File: config.mk
export PLATFORM = sky130hd
export DESIGN_NAME = vafc_front
export DESIGN_NICKNAME = d
export VERILOG_FILES = /design/src/vafc_pkg.sv /design/src/vafc_front.sv
export SDC_FILE = /design/constraint.sdc
export NUM_CORES = 2
export LEC_CHECK = 0
export BUFFER_PORTS_ARGS = -buffer_cell sky130_fd_sc_hd__buf_2
export CORE_MARGIN = 8
export CORE_UTILIZATION = 45
export CTS_CLUSTER_DIAMETER = 200
export DETAILED_ROUTE_END_ITERATION = 10
export SYNTH_ARGS = -nofsm -noshare
export SYNTH_HDL_FRONTEND = slang
export SYNTH_SLANG_ARGS = --single-unit
File: constraint.sdc
create_clock -name clk -period 8.51 [get_ports clk]
set_input_delay 1.2765 -clock clk [delete_from_list [all_inputs] [get_ports clk]]
set_output_delay 1.2765 -clock clk [all_outputs]
set_load 0.05 [all_outputs]
File: src/vafc_pkg.sv
package vafc_pkg;
  localparam int CordicStagesDef = 20;
  localparam int XW = 34;   // dot and cross, exact
  localparam int NW = 45;   // normalised cordic datapath
  localparam int ZW = 26;   // angle accumulator, 2^-16 degree
  localparam int KW = 6;    // normalisation shift amount
  localparam int NormBit = 40;
  localparam logic signed [ZW-1:0] AngQuarter = ZW'(90 * 65536);
  localparam logic signed [ZW-1:0] AngFull = ZW'(360 * 65536);
  localparam logic [16:0] OutFull = 17'd46080;

  typedef struct packed {
    logic valid;
    logic invalid;
  } ctl_t;

  function automatic logic signed [ZW-1:0] atan_deg(input logic [4:0] i);
    logic signed [ZW-1:0] r;
    case (i)
      5'd0: r = ZW'(2949120);
      5'd1: r = ZW'(1740967);
      5'd2: r = ZW'(919879);
      5'd3: r = ZW'(466945);
      5'd4: r = ZW'(234379);
      5'd5: r = ZW'(117304);
      5'd6: r = ZW'(58666);
      5'd7: r = ZW'(29335);
      5'd8: r = ZW'(14668);
      5'd9: r = ZW'(7334);
      5'd10: r = ZW'(3667);
      5'd11: r = ZW'(1833);
      5'd12: r = ZW'(917);
      5'd13: r = ZW'(458);
      5'd14: r = ZW'(229);
      5'd15: r = ZW'(115);
      5'd16: r = ZW'(57);
      5'd17: r = ZW'(29);
      5'd18: r = ZW'(14);
      5'd19: r = ZW'(7);
      5'd20: r = ZW'(4);
      5'd21: r = ZW'(2);
      5'd22: r = ZW'(1);
      default: r = '0;
    endcase
    return r;
  endfunction
endpackage

File: src/vafc_front.sv
module vafc_front import vafc_pkg::*; (
  input  logic                 clk,
  input  logic                 rst_n,
  input  logic                 adv,
  input  logic                 in_valid,
  input  logic signed [15:0]   ax,
  input  logic signed [15:0]   ay,
  input  logic signed [15:0]   bx,
  input  logic signed [15:0]   by,
  output ctl_t                 ctl_o,
  output logic signed [XW-1:0] x_o,
  output logic signed [XW-1:0] y_o,
  output logic signed [ZW-1:0] z_o
);
  ctl_t c1_r, c2_r, c3_r;
  logic signed [31:0] p_axbx_r, p_ayby_r, p_axby_r, p_bxay_r;
  logic signed [XW-1:0] dot_r, crs_r, x_r, y_r;
  logic signed [ZW-1:0] z_r;
  logic signed [XW-1:0] x_nxt, y_nxt;
  logic signed [ZW-1:0] z_nxt;

  // quadrant pre-rotation so that x is not negative
  always_comb begin
    x_nxt = dot_r;
    y_nxt = crs_r;
    z_nxt = '0;
    if (dot_r < 0) begin
      if (crs_r >= 0) begin
        x_nxt = crs_r;
        y_nxt = -dot_r;
        z_nxt = AngQuarter;
      end else begin
        x_nxt = -crs_r;
        y_nxt = dot_r;
        z_nxt = -AngQuarter;
      end
    end
  end

  always_ff @(posedge clk) begin
    if (!rst_n) begin
      c1_r <= '0;
      c2_r <= '0;
      c3_r <= '0;
    end else if (adv) begin
      c1_r.valid <= in_valid;
      c1_r.invalid <= ((ax == 16'sd0) && (ay == 16'sd0)) || ((bx == 16'sd0) && (by == 16'sd0));
      c2_r <= c1_r;
      c3_r <= c2_r;
    end
  end

  always_ff @(posedge clk) begin
    if (adv) begin
      p_axbx_r <= ax * bx;
      p_ayby_r <= ay * by;
      p_axby_r <= ax * by;
      p_bxay_r <= bx * ay;
      dot_r <= XW'(p_axbx_r) + XW'(p_ayby_r);
      crs_r <= XW'(p_axby_r) - XW'(p_bxay_r);
      x_r <= x_nxt;
      y_r <= y_nxt;
      z_r <= z_nxt;
    end
  end

  assign ctl_o = c3_r;
  assign x_o = x_r;
  assign y_o = y_r;
  assign z_o = z_r;
endmodule

==> out/qor.yml <==
clock_network:
  clk_latency_ns: 0.59
  cts-resized-gates: 0
  cts_tree: "done"
  clockRootBuffer: "clkbuf_16"
  cts.sinks: 271
  clock_path_buffers: 3
  postCtsSetupBuffers: 0
  cts_max_level: 2
  ctsHoldBuffers: 0
  numCtsBuffers: 37
  clk_pin_slew_ns: 0.06
global_route:
  grt.overflow.total: 0
  grt_pass1_wl_mm: 230.8
  grt_max_degree: 141
  antenna_found_initial: 9
  grt_pass1_vias: 40806
  grt_usage_pct: 22.69
floorplan:
  die_w_um: 359.3
  die-area_mm2: 0.1291
  fp.coreArea_mm2: 0.1175
  die_y_um: 359.3
  io_pins: 164
  rows: 126
  start_util_pct: 45.14
finish:
  fin_nets: 7040
  fillers: 11025
  area_growth_pct: 6.600
  layout-drive-gt1-share_pct: 5.310
sta:
  relSlewSlack_pct: 31.56
  worst_pin_slew_ns: 1.001
  timing.fmax_mhz: 133.6
  timing.setup.tns_ns: 0
  final_max_slew_viol_count: 0
  hold-worst-slack_ns: 0.4860
  clock_skew_ns: 0.02690
  hold_viol: 0
  fin_crit_ns: 7.483
  setup_viol: 0
  finalCritPeriodShare_pct: 87.93
  rsz0062_at_grt: "no"
worst_setup_path:
  crit_top_cell: "fa_1"
  reg2regPathDepth: 10
  cp_top_family: "adder cells"
  r2r_slack_ns: 4.76
  cp-start-kind: "input pin"
  arrival_ns: 7.81
  cp_max_fo: 33
  slowest_stage: "fa_1"
  worstReg2RegEnd: "dot_r[32]$_DFFE_PP_"
  cpPeakStageDelay_ns: 0.91
  path_cells: "buf_2, and2_1, fa_1, fa_1, fa_1, fa_1, fa_1, inv_1, fa_1, inv_1, ha_1, nand4_1, nor2_1, o311ai_0, o311ai_1, o41ai_1, o2111ai_1, a21oi_1, xnor2_1"
  cp_data_required_time_ns: 8.84
  critPathCaptureType: "flip-flop"
  critPathKind: "input pin to flip-flop"
  r2r_start: "p_axbx_r[2]$_DFFE_PP_"
  critPathBufInv: 3
synthesis:
  synth_area_leader_cell: "fa_1"
  synth.top_cell.area_share_pct: 39.64
  ys_ff_latch: 271
  syn-cell-area_mm2: 0.05302
  ys_seq_area_share_pct: 15.23
  synth_warnings: 0
  ys_types: 73
  synth_cells: 5504
  syn_area_per_cell_um2: 9.633
  synth-main-ff-cell: "edfxtp_1"
  synthArstFlopShare_pct: 0
  yosys-top-cells-area: "fa_1, edfxtp_1, ha_1, inv_1, and2_1"
  synth_edf_count: 265
route:
  via_per_inst: 5.254
  via_count: 37280
  wl_mm: 142.6
  routedWlPerCell_um: 20.10
  drtPass1Iterations: 6
  post-route-drc-count: 0
  drtIter0Drc: 2439
  ant_nets: 0
place:
  hpwl_mm: 113.9
  port_buffers: 146
  gp_congestion: 0.8913
flow_run:
  maxCapViolCount: 0
worst_hold_path:
  worstHoldPathCells: 1
  hp-class: "flip-flop to flip-flop"
  min_from: "c1_r[0]$_SDFFE_PN0P_"
  hold_end: "c1_r[0]$_SDFFE_PN0P_"
outcome:
  outcome: "complete, no violations"
synthesized netlist by cell type, drive strengths merged, types with 28 or more instances:
library cell,number
inv,1220
fa,1050
nand2,531
and2,507
ha,394
edfxtp,265
nor2,221
clkbuf,220
a21oi,199
xnor2,165
o21ai,93
xor2,74
a21o,60
nor3,43
nor4,38
o21bai,36
o21a,33
nor2b,30
nand3,29
nand2b,28
final cells by class:
class | count | area [µm²] | share of cell area [%]
Clock inverter | 24 | 300.3 | 0.5313
Clock buffer | 43 | 948.4 | 1.678
Timing Repair Buffer | 211 | 1254 | 2.218
Tap cell | 1536 | 1922 | 3.400
Inverter | 1221 | 4583 | 8.109
Antenna cell | 4 | 10.01 | 0.01771
Sequential cell | 271 | 8078 | 14.29
Multi-Input combinational cell | 3786 | 39430 | 69.75
metal layers:
metal | vias up | routed length [µm] | track usage (%)
li1 | 16908 | - | -
met1 | 19071 | 60780 | 29.95
met3 | 219 | 9202 | 3.669
met5 | - | 55 | 0
met4 | 8 | 6302 | 8.511
met2 | 1074 | 66300 | 37.63
cells in the final DEF, fill, tap and decap left out, types with 63 or more instances in the layout:
master	synthesis	final
buf_2	0	145
fa_1	1050	1050
a21oi_1	199	199
nand2_1	531	531
buf_4	23	63
nor2_1	221	221
ha_1	394	394
o21ai_0	93	93
inv_1	1220	1220
edfxtp_1	265	265
xnor2_1	165	165
and2_1	507	507
xor2_1	74	74
logic make-up (layout without fill, tap and decap cells):
group	after synthesis	after routing	share of synthesized area (%)
compound gates	569	569	6.898
xor+xnor	239	239	3.948
fa+ha+maj	1444	1444	48.94
buf+inv	1464	1499	10.53
flops	271	271	15.23
mux	22	22	0.4460
other cells	1	22	0.007073
simple gates	1494	1494	14.00
stage by stage:
stage / util (%) / instance area, µm² / std cells / setup WS [ns]
finish: 48.12 / 56520 / 7096 / 1.027
detailed placement: 47.05 / 55260 / 7025 / 0.4392
global placement: 47.05 / 55260 / 7025 / 0.4980
global route: 48.12 / 56520 / 7094 / 0.5910
floorplan: - / 53090 / 5521 / 1.377
CTS: 48.12 / 56510 / 7092 / 1.064
worst max-delay path by stage:
stage / startpoint / endpoint / slack, ns / cells after the start
2_1_floorplan: ax[15] / p_axbx_r[30]$_DFFE_PP_ / 1.38 / 20
3_3_place_gp: bx[7] / p_bxay_r[31]$_DFFE_PP_ / 0.50 / 20
3_5_place_dp: bx[3] / p_axbx_r[30]$_DFFE_PP_ / 0.44 / 19
4_1_cts: bx[3] / p_axbx_r[30]$_DFFE_PP_ / 1.06 / 19
5_1_grt: bx[7] / p_bxay_r[31]$_DFFE_PP_ / 0.59 / 20
6_report: bx[3] / p_axbx_r[30]$_DFFE_PP_ / 1.03 / 19
sequential cells by signal, indices dropped and copies added, names as in the netlist, 3 cells and up:
register	count
p_bxay_r	32
p_axby_r	32
dot_r	33
z_o	3
x_o	34
p_ayby_r	32
y_o	34
p_axbx_r	32
crs_r	33
Power is left out: the tool's default activity adds up to more than one toggle a clock period on the data nets, which glitch-free logic cannot reach.
