--- config.mk ---
export PLATFORM = sky130hd
export DESIGN_NAME = vafc_cordic_stage
export DESIGN_NICKNAME = d
export VERILOG_FILES = /design/src/vafc_pkg.sv /design/src/vafc_cordic_stage.sv
export SDC_FILE = /design/constraint.sdc
export NUM_CORES = 1
export LEC_CHECK = 0
export ABC_AREA = 1
export BUFFER_PORTS_ARGS = -buffer_cell sky130_fd_sc_hd__buf_2
export CORE_ASPECT_RATIO = 1.1
export CORE_MARGIN = 8
export CORE_UTILIZATION = 45
export CTS_BUF_LIST = sky130_fd_sc_hd__clkbuf_4
export DETAILED_ROUTE_END_ITERATION = 7
export GPL_TIMING_DRIVEN = 0
export MAX_ROUTING_LAYER = met4
export PLACE_DENSITY = 0.66
export SKIP_CTS_REPAIR_TIMING = 1
export SLEW_MARGIN = 30
export SYNTH_ARGS = -nofsm -noshare
export SYNTH_HDL_FRONTEND = slang
export SYNTH_SLANG_ARGS = --single-unit
--- constraint.sdc ---
create_clock -name clk -period 3.02 [get_ports clk]
set_input_delay 0.453 -clock clk [delete_from_list [all_inputs] [get_ports clk]]
set_output_delay 0.453 -clock clk [all_outputs]
set_load 0.005 [all_outputs]
--- src/vafc_pkg.sv ---
package vafc_pkg;
  localparam int CordicStagesDef = 20;
  localparam int XW = 34;   // dot and cross, exact
  localparam int NW = 45;   // normalised cordic datapath
  localparam int ZW = 26;   // angle accumulator, 2^-16 degree
  localparam int KW = 6;    // normalisation shift amount
  localparam int NormBit = 40;
  localparam logic signed [ZW-1:0] AngQuarter = ZW'(90 * 65536);
  localparam logic signed [ZW-1:0] AngFull = ZW'(360 * 65536);
  localparam logic [16:0] OutFull = 17'd46080;

  typedef struct packed {
    logic valid;
    logic invalid;
  } ctl_t;

  function automatic logic signed [ZW-1:0] atan_deg(input logic [4:0] i);
    logic signed [ZW-1:0] r;
    case (i)
      5'd0: r = ZW'(2949120);
      5'd1: r = ZW'(1740967);
      5'd2: r = ZW'(919879);
      5'd3: r = ZW'(466945);
      5'd4: r = ZW'(234379);
      5'd5: r = ZW'(117304);
      5'd6: r = ZW'(58666);
      5'd7: r = ZW'(29335);
      5'd8: r = ZW'(14668);
      5'd9: r = ZW'(7334);
      5'd10: r = ZW'(3667);
      5'd11: r = ZW'(1833);
      5'd12: r = ZW'(917);
      5'd13: r = ZW'(458);
      5'd14: r = ZW'(229);
      5'd15: r = ZW'(115);
      5'd16: r = ZW'(57);
      5'd17: r = ZW'(29);
      5'd18: r = ZW'(14);
      5'd19: r = ZW'(7);
      5'd20: r = ZW'(4);
      5'd21: r = ZW'(2);
      5'd22: r = ZW'(1);
      default: r = '0;
    endcase
    return r;
  endfunction
endpackage

--- src/vafc_cordic_stage.sv ---
module vafc_cordic_stage import vafc_pkg::*; #(
  parameter int I = 0
) (
  input  logic                 clk,
  input  logic                 rst_n,
  input  logic                 adv,
  input  ctl_t                 ctl_i,
  input  logic signed [NW-1:0] x_i,
  input  logic signed [NW-1:0] y_i,
  input  logic signed [ZW-1:0] z_i,
  output ctl_t                 ctl_o,
  output logic signed [NW-1:0] x_o,
  output logic signed [NW-1:0] y_o,
  output logic signed [ZW-1:0] z_o
);
  ctl_t c_r;
  logic signed [NW-1:0] x_r, y_r, xs, ys;
  logic signed [ZW-1:0] z_r, a;

  assign xs = x_i >>> I;
  assign ys = y_i >>> I;
  assign a = atan_deg(5'(I));

  always_ff @(posedge clk) begin
    if (!rst_n) c_r <= '0;
    else if (adv) c_r <= ctl_i;
  end

  // rotate towards the x axis
  always_ff @(posedge clk) begin
    if (adv) begin
      if (y_i >= 0) begin
        x_r <= x_i + ys;
        y_r <= y_i - xs;
        z_r <= z_i + a;
      end else begin
        x_r <= x_i - ys;
        y_r <= y_i + xs;
        z_r <= z_i - a;
      end
    end
  end

  assign ctl_o = c_r;
  assign x_o = x_r;
  assign y_o = y_r;
  assign z_o = z_r;
endmodule

==> results.txt <==
The largest net degree at the start of global routing came out at 86. The mean instance size in the synthesized netlist was 6.04 µm²; the global placer's final weighted congestion was 1.07. The die span in y was 210 µm. Based on the critical path, the design can be clocked at up to 349 MHz. Maximum level of the CTS H-tree: 4.

The final-layout fill cell count is 3,579, and the length of the first detailed-routing pass in iterations is 6. Port buffering added 238 buffers. The logs give 22.7% for the proportion of synthesized chip area in sequential cells and 33,900 µm² for the core footprint. For the final database, setup skew stands at 0 ns.

The area added between synthesis and finish is 14.7%, and the max-cap check violation count is 0. For this run, the post-layout net count is 3,086. The largest stage delay on the critical path is 0.72 ns. In this run the count of I/O pins placed on the die edge is 239. The leakage component of the power is 0.00977 µW.

The horizontal die dimension was 192 µm. The sum of routed wire length over all layers is 69,800 µm. By area the synthesized netlist is led by edfxtp_1 22%, nand2_1 21%, ha_1 11%.

Buffers inserted during clock tree synthesis total 17. The total count of max-transition violations in the final report came out at 0. Setup repair after global routing left no endpoint under its margin. Summed over all layers, the global routing overflow is 0. Once the floorplan was initialized, standard cells occupied 45.3% of the core. Count of routing violations after the opening detailed-route iteration: 1,857.

In this run the remaining antenna-violating nets after routing total 0. The area taken by multi-input logic gates was 9710 µm². The run gives 2,547 as the gate count after technology mapping.

The initial antenna violation count was 1. No sink is reached through more buffers than the 2 on the longest clock path. The HPWL reported at the end of detailed placement is 59,400 µm. On the critical path, the stage with the largest delay is an instance of o21ai_1. TritonCTS built the clock tree.

After layout, the worst setup slack is 0.154 ns. The type of origin of the critical path is a primary input. The run gives 17,600 µm² as the post-route cell area. The critical path in this run is classified as in -> reg. The setup TNS is 0 ns.

The latest clock arrival within the worst-skew pair was 0.63 ns. In this run the worst hold path is classified as in -> reg. The flow ran to the end, and the final reports show no timing, DRC or antenna violations. In this run, distinct cell masters in the synthesized netlist total 41. Among all flip-flop cells after synthesis, the most frequent one is edfxtp_1.

The overall power consumption came out at 6610 µW. STA puts the critical path data arrival time at 3.29 ns. The tools report the buffer cell driving the clock tree root as clkbuf_4. The floorplan step defined a die boundary enclosing 40,300 µm².

Count of flip-flops with a built-in enable after synthesis: 115. The run gives 101,000 µm as the global-route wire length before repair. Of all nets on the critical path, the largest fanout is 6. Across every metal layer, demand over resource in global routing totals 34.7%. After detailed routing, the number of vias per cell comes to 5.37. The worst reg-to-reg setup slack was 2.36 ns; the DRC violation count after routing was 0.

The run gives 71 as the number of standard-cell rows in the floorplan. The cell area after placement was 17,200 µm²; the power per standard cell area was 375 nW/µm². The clock sink count is 117, and the count of final hold-check violations is 0.

The post-synthesis instance area was 15,400 µm². The share of synthesized area in the top cell type comes to 22.5%. Of the cells placed in the final design, the portion with a size suffix greater than 1 is 14.3%. The part of the cycle the worst path needs was 94.9%; the worst-margin pin slew was 1.01 ns. Counting flops and latches in the post-synthesis netlist gives 117. The final critical delay including setup and external delays came out at 2.87 ns. The number of endpoints failing setup at the final stage is 0, and the number of global-route vias before repair is 16,700. For this block, the via count after detailed routing is 17,600. Yosys printed 0 warnings. IR analysis of the VDD net gives a maximum drop of 0.000235 V.

In this run the tightest slew margin relative to its limit is 32.5%. Dividing the detail-routed wire length by the instance count gives 21.3 µm. The worst slack at placement was -0.376 ns. The worst setup path is captured at a flop.

The sequential cells in the finished layout cover a total of 3490 µm². The most repeated library cell on the critical path was nand2_1. The clock-pin slew on the worst setup and hold paths was 0.15 ns. The critical path goes through buf_2 -> ha_1 -> fa_1 -> inv_1 -> nand2_1 -> nand3_2 -> a21oi_1 -> o21ai_1 -> nand2_1 -> nand2_1 -> nand2_1 -> nand3_1 -> nand2_1. For the worst setup path, the data required time is 3.44 ns. The largest total area in the synthesized netlist belongs to edfxtp_1. Synthesis produced a netlist with a net count of 2,812. For this run, asynchronously set or reset flops after synthesis account for 0%.
area by class of cell:
type | instances | area share (%)
multi-input combinational | 1895 | 55.0
sequential | 117 | 19.8
inverter | 475 | 10.1
timing repair buffer | 255 | 7.88
tap | 438 | 3.11
buffer | 60 | 2.26
clock inverter | 14 | 0.993
clock buffer | 18 | 0.766
antenna | 2 | 0.0284
power breakdown:
| part | switching [µW] | internal (µW) |
|---|---|---|
| clock network | 766 | 593 |
| logic | 2160 | 972 |
| registers | 53.9 | 2060 |
cell usage in the layout, fill, tap and decap left out, types with 6 or more instances in the layout:
master,count
nor3_1,8
o21bai_1,31
nor2_2,28
nor2_4,6
nor2_1,223
nand3_1,221
clkbuf_4,18
nand4_1,22
dlygate4sd3_1,16
xor2_1,30
buf_2,250
edfxtp_1,115
inv_2,15
a21oi_1,135
inv_1,460
o21ai_1,8
o21ai_0,87
ha_1,140
nand2_1,874
xnor2_1,7
clkbuf_1,10
o22ai_1,9
and2_1,8
buf_6,7
nand3_2,6
buf_4,27
nand2_2,17
registers in the layout, indices dropped and copies added, names as in the netlist:
register and cells:
z_o 26, ctl_o 2, x_o 45, y_o 44
logic make-up (layout without fill, tap and decap cells):
family / after synthesis / in the layout / synth area share, %
flops: 117 / 117 / 22.7
buf+inv: 535 / 822 / 14.2
other cells: 0 / 2 / 0
xor+xnor: 37 / 37 / 2.11
compound gates: 291 / 291 / 10.4
simple gates: 1420 / 1420 / 38.5
mux: 3 / 3 / 0.195
fa+ha+maj: 144 / 144 / 11.9
per-layer routing:
layer	track usage (%)	wire length [µm]	vias to the layer above
met1	41.7	27900	8010
met5	-	0	-
met4	19.2	4200	0
li1	-	-	8492
met3	5.18	6010	176
met2	55.1	31700	903
metrics by stage:
stage | utilization [%] | std cells | hold slack, ns
final | 52.0 | 3274 | 0.0424
after global routing | 52.0 | 3274 | 0.0485
after CTS | 51.5 | 3256 | -0.0631
after detailed placement | 50.6 | 3224 | 0.520
after global placement | 50.4 | 3223 | 0.480
after floorplan | - | 2547 | 0.487
worst max-delay path, delay by kind of cell:
kind | cells | cell delay [ns]
AO/OA/AOI/OAI | 2 | 0.94
AND/OR/NAND/NOR | 7 | 0.86
adder cells (fa/ha/maj) | 2 | 0.69
buffers and inverters | 2 | 0.35
final timing paths:
check / from / endpoint / cells after the start
worst max-delay path: x_i[0] / y_o[32]$_DFFE_PP_ / 13
worst min-delay path: ctl_i[1] / ctl_o[1]$_SDFFE_PN0P_ / 3
worst max register to register: ctl_o[0]$_SDFFE_PN0P_ / ctl_o[0]$_SDFFE_PN0P_ / 2
worst min register to register: ctl_o[1]$_SDFFE_PN0P_ / ctl_o[1]$_SDFFE_PN0P_ / 2
cells in the mapped netlist, drive strengths merged, types with 2 or more instances:
master / count
nand4: 22
or2: 3
xnor2: 7
ha: 140
mux2i: 3
buf: 48
and2: 8
inv: 475
o21bai: 31
edfxtp: 115
nor2: 257
nand3b: 2
a21oi: 139
xor2: 30
a21boi: 3
o22ai: 9
nor3: 10
nand2: 891
dfxtp: 2
o21a: 5
clkbuf: 12
a21o: 2
o21ai: 98
fa: 4
nand3: 227
Note: power is estimated with default switching activity, not from simulation.
