### src/vafc_pkg.sv
package vafc_pkg;
  localparam int CordicStagesDef = 20;
  localparam int XW = 34;   // dot and cross, exact
  localparam int NW = 45;   // normalised cordic datapath
  localparam int ZW = 26;   // angle accumulator, 2^-16 degree
  localparam int KW = 6;    // normalisation shift amount
  localparam int NormBit = 40;
  localparam logic signed [ZW-1:0] AngQuarter = ZW'(90 * 65536);
  localparam logic signed [ZW-1:0] AngFull = ZW'(360 * 65536);
  localparam logic [16:0] OutFull = 17'd46080;

  typedef struct packed {
    logic valid;
    logic invalid;
  } ctl_t;

  function automatic logic signed [ZW-1:0] atan_deg(input logic [4:0] i);
    logic signed [ZW-1:0] r;
    case (i)
      5'd0: r = ZW'(2949120);
      5'd1: r = ZW'(1740967);
      5'd2: r = ZW'(919879);
      5'd3: r = ZW'(466945);
      5'd4: r = ZW'(234379);
      5'd5: r = ZW'(117304);
      5'd6: r = ZW'(58666);
      5'd7: r = ZW'(29335);
      5'd8: r = ZW'(14668);
      5'd9: r = ZW'(7334);
      5'd10: r = ZW'(3667);
      5'd11: r = ZW'(1833);
      5'd12: r = ZW'(917);
      5'd13: r = ZW'(458);
      5'd14: r = ZW'(229);
      5'd15: r = ZW'(115);
      5'd16: r = ZW'(57);
      5'd17: r = ZW'(29);
      5'd18: r = ZW'(14);
      5'd19: r = ZW'(7);
      5'd20: r = ZW'(4);
      5'd21: r = ZW'(2);
      5'd22: r = ZW'(1);
      default: r = '0;
    endcase
    return r;
  endfunction
endpackage

### src/vafc_norm.sv
module vafc_norm import vafc_pkg::*; (
  input  logic                 clk,
  input  logic                 rst_n,
  input  logic                 adv,
  input  ctl_t                 ctl_i,
  input  logic signed [XW-1:0] x_i,
  input  logic signed [XW-1:0] y_i,
  input  logic signed [ZW-1:0] z_i,
  output ctl_t                 ctl_o,
  output logic signed [NW-1:0] x_o,
  output logic signed [NW-1:0] y_o,
  output logic signed [ZW-1:0] z_o
);
  ctl_t ca_r, cb_r;
  logic signed [XW-1:0] xa_r, ya_r;
  logic signed [ZW-1:0] za_r, zb_r;
  logic [KW-1:0] k_r, k_nxt;
  logic signed [NW-1:0] xb_r, yb_r;
  logic [XW-1:0] m;

  // highest set bit of |x| | |y| decides the doubling count
  always_comb begin
    m = (x_i < 0 ? XW'(-x_i) : XW'(x_i)) | (y_i < 0 ? XW'(-y_i) : XW'(y_i));
    k_nxt = '0;
    for (int p = 0; p < XW; p++) begin
      if (m[p]) k_nxt = (p >= NormBit) ? KW'(0) : KW'(NormBit - p);
    end
  end

  always_ff @(posedge clk) begin
    if (!rst_n) begin
      ca_r <= '0;
      cb_r <= '0;
    end else if (adv) begin
      ca_r <= ctl_i;
      cb_r <= ca_r;
    end
  end

  always_ff @(posedge clk) begin
    if (adv) begin
      xa_r <= x_i;
      ya_r <= y_i;
      za_r <= z_i;
      k_r <= k_nxt;
      xb_r <= NW'(xa_r) <<< k_r;
      yb_r <= NW'(ya_r) <<< k_r;
      zb_r <= za_r;
    end
  end

  assign ctl_o = cb_r;
  assign x_o = xb_r;
  assign y_o = yb_r;
  assign z_o = zb_r;
endmodule

### config.mk
export PLATFORM = sky130hd
export DESIGN_NAME = vafc_norm
export DESIGN_NICKNAME = d
export VERILOG_FILES = /design/src/vafc_pkg.sv /design/src/vafc_norm.sv
export SDC_FILE = /design/constraint.sdc
export NUM_CORES = 1
export LEC_CHECK = 0
export ABC_AREA = 1
export BUFFER_PORTS_ARGS = -buffer_cell sky130_fd_sc_hd__buf_2
export CAP_MARGIN = 25
export CORE_ASPECT_RATIO = 2
export CORE_MARGIN = 2
export CORE_UTILIZATION = 45
export DETAILED_ROUTE_END_ITERATION = 8
export MAX_ROUTING_LAYER = met4
export PLACE_DENSITY_LB_ADDON = 0.15
export SLEW_MARGIN = 20
export SYNTH_ARGS = -nofsm -noshare
export SYNTH_HDL_FRONTEND = slang
export SYNTH_SLANG_ARGS = --single-unit
### constraint.sdc
create_clock -name clk -period 6.5 [get_ports clk]
set_input_delay 0.65 -clock clk [delete_from_list [all_inputs] [get_ports clk]]
set_output_delay 0.65 -clock clk [all_outputs]
set_load 0.01 [all_outputs]
==> results of run 1 <==
==> logic make-up after synthesis <==
kind of cell               synth area share, %
buffers and inverters                     6.34
DFF                                       51.2
xor gates and xnor gates                  3.07
adders and majority gates                0.195
and+or+nand+nor                           25.0
muxes                                     1.87
AOI/OAI and AO/OA                         12.4
==> final cells by class <==
| type | count | area share (%) |
|---|---|---|
| clock inverters | 11 | 0.525 |
| well taps | 356 | 3.01 |
| multi-input cells | 1097 | 36.8 |
| clock buffers | 25 | 3.66 |
| repair buffers | 230 | 8.16 |
| inverters | 133 | 3.38 |
| diodes | 2 | 0.0338 |
| flip-flops and latches | 220 | 44.4 |
==> power groups by stage <==
| stage | logic [mW] | clock network, mW | registers (mW) |
|---|---|---|---|
| floorplan | 0.446 | 0 | 1.78 |
| CTS | 0.785 | 1.16 | 1.73 |
| detailed placement | 0.782 | 0 | 1.76 |
| global route | 0.876 | 1.21 | 1.74 |
| global placement | 0.782 | 0 | 1.76 |
| finish | 0.791 | 1.13 | 1.73 |
==> critical path, delay by kind of cell (launching register included) <==
kind | cells | cell delay, ns
DFF | 1 | 0.72
buffers and inverters | 2 | 0.60
and+or+nand+nor | 2 | 0.25
AOI/OAI and AO/OA | 4 | 1.59
==> stage by stage <==
step / cell area (um^2) / power [mW] / worst slack, ns
after floorplan: 12800 / 2.22 / 3.52
after global placement: 14200 / 2.54 / 2.63
after detailed placement: 14200 / 2.55 / 2.60
after CTS: 14800 / 3.67 / 3.12
after global routing: 14800 / 3.82 / 2.76
final: 14800 / 3.65 / 3.13
==> layer usage <==
metal  wire (um)  track usage, %
met1       13300            25.6
met2       20400            47.0
met3        1610            2.75
met4        2710            16.5
met5           0               -
==> final timing paths <==
check / startpoint / end / slack [ns] / depth (start not counted)
setup / recovery: k_r[0]$_SDFFCE_PP1P_ / x_o[37]$_DFFE_PP_ / 3.13 / 8
hold / removal: z_i[22] / za_r[22]$_DFFE_PP_ / 0.31 / 1
setup reg to reg: k_r[0]$_SDFFCE_PP1P_ / x_o[37]$_DFFE_PP_ / 3.13 / 8
hold reg to reg: za_r[16]$_DFFE_PP_ / z_o[16]$_DFFE_PP_ / 0.42 / 0
==> registers in the layout, indices dropped and copies added (netlist names) <==
signal and count:
ca_r 2, ya_r 34, za_r 26, xa_r 34, ctl_o 2, k_r 6
y_o 45, z_o 26, x_o 45
==> cell usage in the layout (no fill, tap or decap), types with 17 or more instances in the layout <==
cell type  count
clkbuf_16     21
buf_2        215
mux2i_1       24
o221ai_1      26
o22ai_1       32
nand3_1       79
xor2_1        31
edfxtp_1     216
nor2_1       144
a31oi_1       17
inv_1        119
nand2_1      465
o21ai_0      173
==> impl_metrics.json, run 1 <==
{
  "drc": 0,
  "track_usage_pct": 26.0,
  "fill_cells": 2760,
  "slowest_stage": "o21ai_0",
  "hold_ws_ns": 0.309,
  "cp.arrival_ns": 3.70,
  "drtIter0Drc": 519,
  "path_cells": "inv_1, buf_4, nand2_1, nand3_1, o21ai_0, o21ai_0, o21ai_0, o221ai_1",
  "cts_tree": "yes",
  "cp-start-kind": "register",
  "ys_async_sr_fraction_pct": 0,
  "dp_hpwl_mm": 29.9,
  "p_comb_share_pct": 21.7,
  "path_max_fanout": 58,
  "die_w_um": 123,
  "multi_input_area_um2": 5450,
  "die_h_um": 243,
  "ff_latch_area_um2": 6570,
  "cts_sinks": 220,
  "synth.distinct_cells": 49,
  "synthCells": 1532,
  "grt_overflow": 0,
  "synth.avg_cell_area_um2": 8.37,
  "netlist.area_leader.share_pct": 50.6,
  "rows": 87,
  "hold_buffers": 0,
  "grt_pass1_wl_mm": 57.9,
  "die_area_um2": 29900,
  "tightest_slew_ns": 1.08,
  "clockBufferDepth": 3,
  "fin_skew_ns": 0.0128,
  "finalCritPeriodShare_pct": 51.9,
  "first_global_vias": 10781,
  "syn-num-nets": 1633,
  "max_cap_violations": 0,
  "ioPinCount": 217,
  "start_util_pct": 45.7,
  "powerDensity_nw_per_um2": 247,
  "wl_mm": 38.0,
  "synthFlopType": "edfxtp_1",
  "p_leak_nw": 6.42,
  "fin_cells": 2074,
  "gp_congestion": 1.01,
  "cts_max_level": 1,
  "hold_class": "input port to register",
  "maxSlewViolCount": 0,
  "tns_ns": 0,
  "ys.warnings.count": 0,
  "via_count": 11064,
  "synth_commonest_cells": "465 x nand2_1, 216 x edfxtp_1, 173 x o21ai_0",
  "insertion_delay_ns": 0.51,
  "portBuffers": 216,
  "avgRoutedWirePerCell_um": 18.3,
  "cts_resized": 0,
  "switchingPower_mw": 1.13,
  "via_per_inst": 5.33,
  "synth.most_common_cell": "nand2_1",
  "critical-path-max-stage-delay_ns": 0.86,
  "rsz0062_at_grt": "false",
  "yosys-top-cells-area": "edfxtp_1 51%, nand2_1 14%, o21ai_0 6.8%",
  "ant_nets": 0,
  "finalHoldViolCount": 0,
  "relSlewSlack_pct": 27.5,
  "postLayoutCoreUtil_pct": 52.7,
  "yosys.area.top_type": "edfxtp_1",
  "crit_required_ns": 6.83,
  "core-area_um2": 28100,
  "clk_pin_slew_worst_paths_ns": 0.07,
  "root_buffer": "clkbuf_16",
  "layout-drive-gt1-share_pct": 18.3,
  "intPower_mw": 2.53,
  "setup-violations-final": 0,
  "fmax_ghz": 0.296,
  "synth-edff-count": 216,
  "power_frac_seq_pct": 47.4,
  "grt_max_degree": 148,
  "area_growth_pct": 15.3,
  "path_class": "register to register",
  "finalNetCount": 1803,
  "antenna_found_initial": 2,
  "cts-buffers-inserted": 20,
  "yosysSeqAreaShare_pct": 51.2,
  "post-route-min-period_ns": 3.37,
  "synth-seq-cells": 220,
  "synth_area_um2": 12800,
  "dpl.cell_count": 2036,
  "dr.pass1.iters": 5,
  "worstSetupEndpointType": "register",
  "status": "complete, no violations",
  "vdd_drop_max_uv": 134,
  "p_clk_share_pct": 31.0,
  "cts_setup_buffers": 0,
  "p_sw_share_pct": 30.9,
  "cpMostUsedCell": "o21ai_0"
}
Power figures use the tool's default switching activity.
==> inputs of run 2 (changes only) <==
==> constraint.sdc (replaced) <==
create_clock -name clk -period 2.96 [get_ports clk]
set_input_delay 0.296 -clock clk [delete_from_list [all_inputs] [get_ports clk]]
set_output_delay 0.296 -clock clk [all_outputs]
set_load 0.01 [all_outputs]
==> impl_metrics.json, run 2 (synthesized netlist as in run 1, its figures left out) <==
{
  "status": "complete, no violations",
  "r2r-start": "k_r[0]$_SDFFCE_PP1P_",
  "dp_slack_ns": -0.290,
  "tightest_slew_ns": 0.894,
  "worstSetupEndpointType": "register",
  "root_buffer": "clkbuf_16",
  "slowest_stage": "nor3_4",
  "path_class": "input port to register",
  "cts_max_level": 1,
  "cp.arrival_ns": 3.08,
  "post-route-min-period_ns": 2.79,
  "cp_top_family": "simple AND/OR/NAND/NOR gates",
  "grt_max_degree": 90,
  "rsz0062_at_grt": "true",
  "insertion_delay_ns": 0.52,
  "start_util_pct": 45.7,
  "cts-buffers-inserted": 20,
  "die_h_um": 243,
  "powerDensity_nw_per_um2": 518,
  "path_max_fanout": 4,
  "relSlewSlack_pct": 40.2,
  "ioPinCount": 217,
  "final_common_cell": "nand2_1",
  "antenna_found_initial": 1,
  "core-area_um2": 28100,
  "path_cells": "buf_8, nor2_4, nand3_4, nor2_4, nand2_4, nor3_4, nand4_4, nor2_4, nand2_2, nor2_4, inv_2, nor2_4, inv_2, nor2_4, a21oi_2, xnor2_1, inv_2, nor2_4, nand2_2, nor4_4, buf_4, nand3_1, nand2_1, inv_1",
  "maxSlewViolCount": 0,
  "portBuffers": 216,
  "dr.pass1.iters": 6,
  "power_mw": 8.39,
  "r2r_setup_slack_ns": 0.32,
  "hold_class": "input port to register",
  "finalHoldViolCount": 0,
  "grt_overflow": 0,
  "vdd_drop_max_uv": 306,
  "first_global_vias": 11501,
  "grt_pass1_wl_mm": 60.4,
  "path_buf_inv": 6,
  "reg2reg_depth": 9,
  "via_count": 11627,
  "ant_nets": 0,
  "rows": 87,
  "fmax_ghz": 0.359,
  "timing.rr.end": "y_o[42]$_DFFE_PP_",
  "cts_sinks": 220,
  "avgRoutedWirePerCell_um": 17.9,
  "drtIter0Drc": 603,
  "critical_path.startpoint": "y_i[1]",
  "area_growth_pct": 26.4,
  "wl_mm": 39.5,
  "finalCritPeriodShare_pct": 94.2,
  "clk_pin_slew_worst_paths_ns": 0.07,
  "die_w_um": 123,
  "postLayoutCoreUtil_pct": 57.7,
  "track_usage_pct": 27.0,
  "min_from": "x_i[32]",
  "final_cell_mix": "462 x nand2_1, 216 x edfxtp_1, 207 x buf_2",
  "hold_depth": 1,
  "worst_slack_ns": 0.171,
  "critical-path-max-stage-delay_ns": 0.30,
  "drc": 0,
  "via_per_inst": 5.26,
  "clockBufferDepth": 3,
  "p_leak_nw": 7.15,
  "crit_required_ns": 3.25,
  "cts_tree": "yes",
  "cp-start-kind": "input port",
  "fin_skew_ns": 0.0215,
  "dp_hpwl_mm": 31.3,
  "layout-drive-gt1-share_pct": 23.4,
  "cpMostUsedCell": "nor2_4",
  "die_area_um2": 29900,
  "finalNetCount": 1939,
  "max_cap_violations": 0,
  "gp_congestion": 0.984,
  "setup-violations-final": 0,
  "hold_end": "xa_r[32]$_DFFE_PP_"
}
## run 2: timing repair
action / CTS / global route
buffers inserted: 0 / 16
resized for setup: 0 / 47
setup endpoints to repair: 0 / 4
endpoints found under the hold margin: 33 / 2
hold buffers: 33 / 2
## run 2: area by class of cell
| type | count | area [um^2] |
|---|---|---|
| diodes | 1 | 2.50 |
| clock buffers | 21 | 526 |
| clock inverters | 15 | 151 |
| fillers | 2623 | 11900 |
| inverters | 133 | 502 |
| multi-input cells | 1097 | 5570 |
| flip-flops and latches | 220 | 6570 |
| well taps | 356 | 445 |
| repair buffers | 366 | 2450 |
## run 2: how the worst max path moves through the flow
stage,endpoint,slack [ns],cells after the start
2_1_floorplan,k_r[3]$_SDFFCE_PP0P_,0.34,21
3_3_place_gp,k_r[3]$_SDFFCE_PP0P_,-0.28,20
3_5_place_dp,k_r[3]$_SDFFCE_PP0P_,-0.29,20
4_1_cts,k_r[2]$_SDFFCE_PP1P_,0.26,18
5_1_grt,k_r[3]$_SDFFCE_PP0P_,-0.1,24
6_report,k_r[3]$_SDFFCE_PP0P_,0.17,24
## run 2: power by group
part	internal [mW]	switching [mW]
sequential	3.70	0.0932
combinational	0.675	1.27
clock	1.49	1.17
total	5.86	2.53
## run 2: layer usage
layer	vias to the layer above	routed length, um	global-route usage [%]
li1	5805	-	-
met1	5334	13500	26.0
met2	361	21500	50.1
met3	127	1540	2.42
met4	0	2960	16.7
met5	-	0	-
## run 2: stage by stage
| step | std cells | hold slack, ns | instance area, um^2 | TNS, ns |
|---|---|---|---|---|
| floorplan | 1532 | 0.395 | 12800 | 0 |
| global placement | 2122 | 0.401 | 14900 | -1.15 |
| detailed placement | 2122 | 0.406 | 14900 | -1.29 |
| CTS | 2191 | 0.000659 | 15900 | 0 |
| global route | 2209 | 0.0127 | 16200 | -0.315 |
| finish | 2209 | 0.0104 | 16200 | 0 |
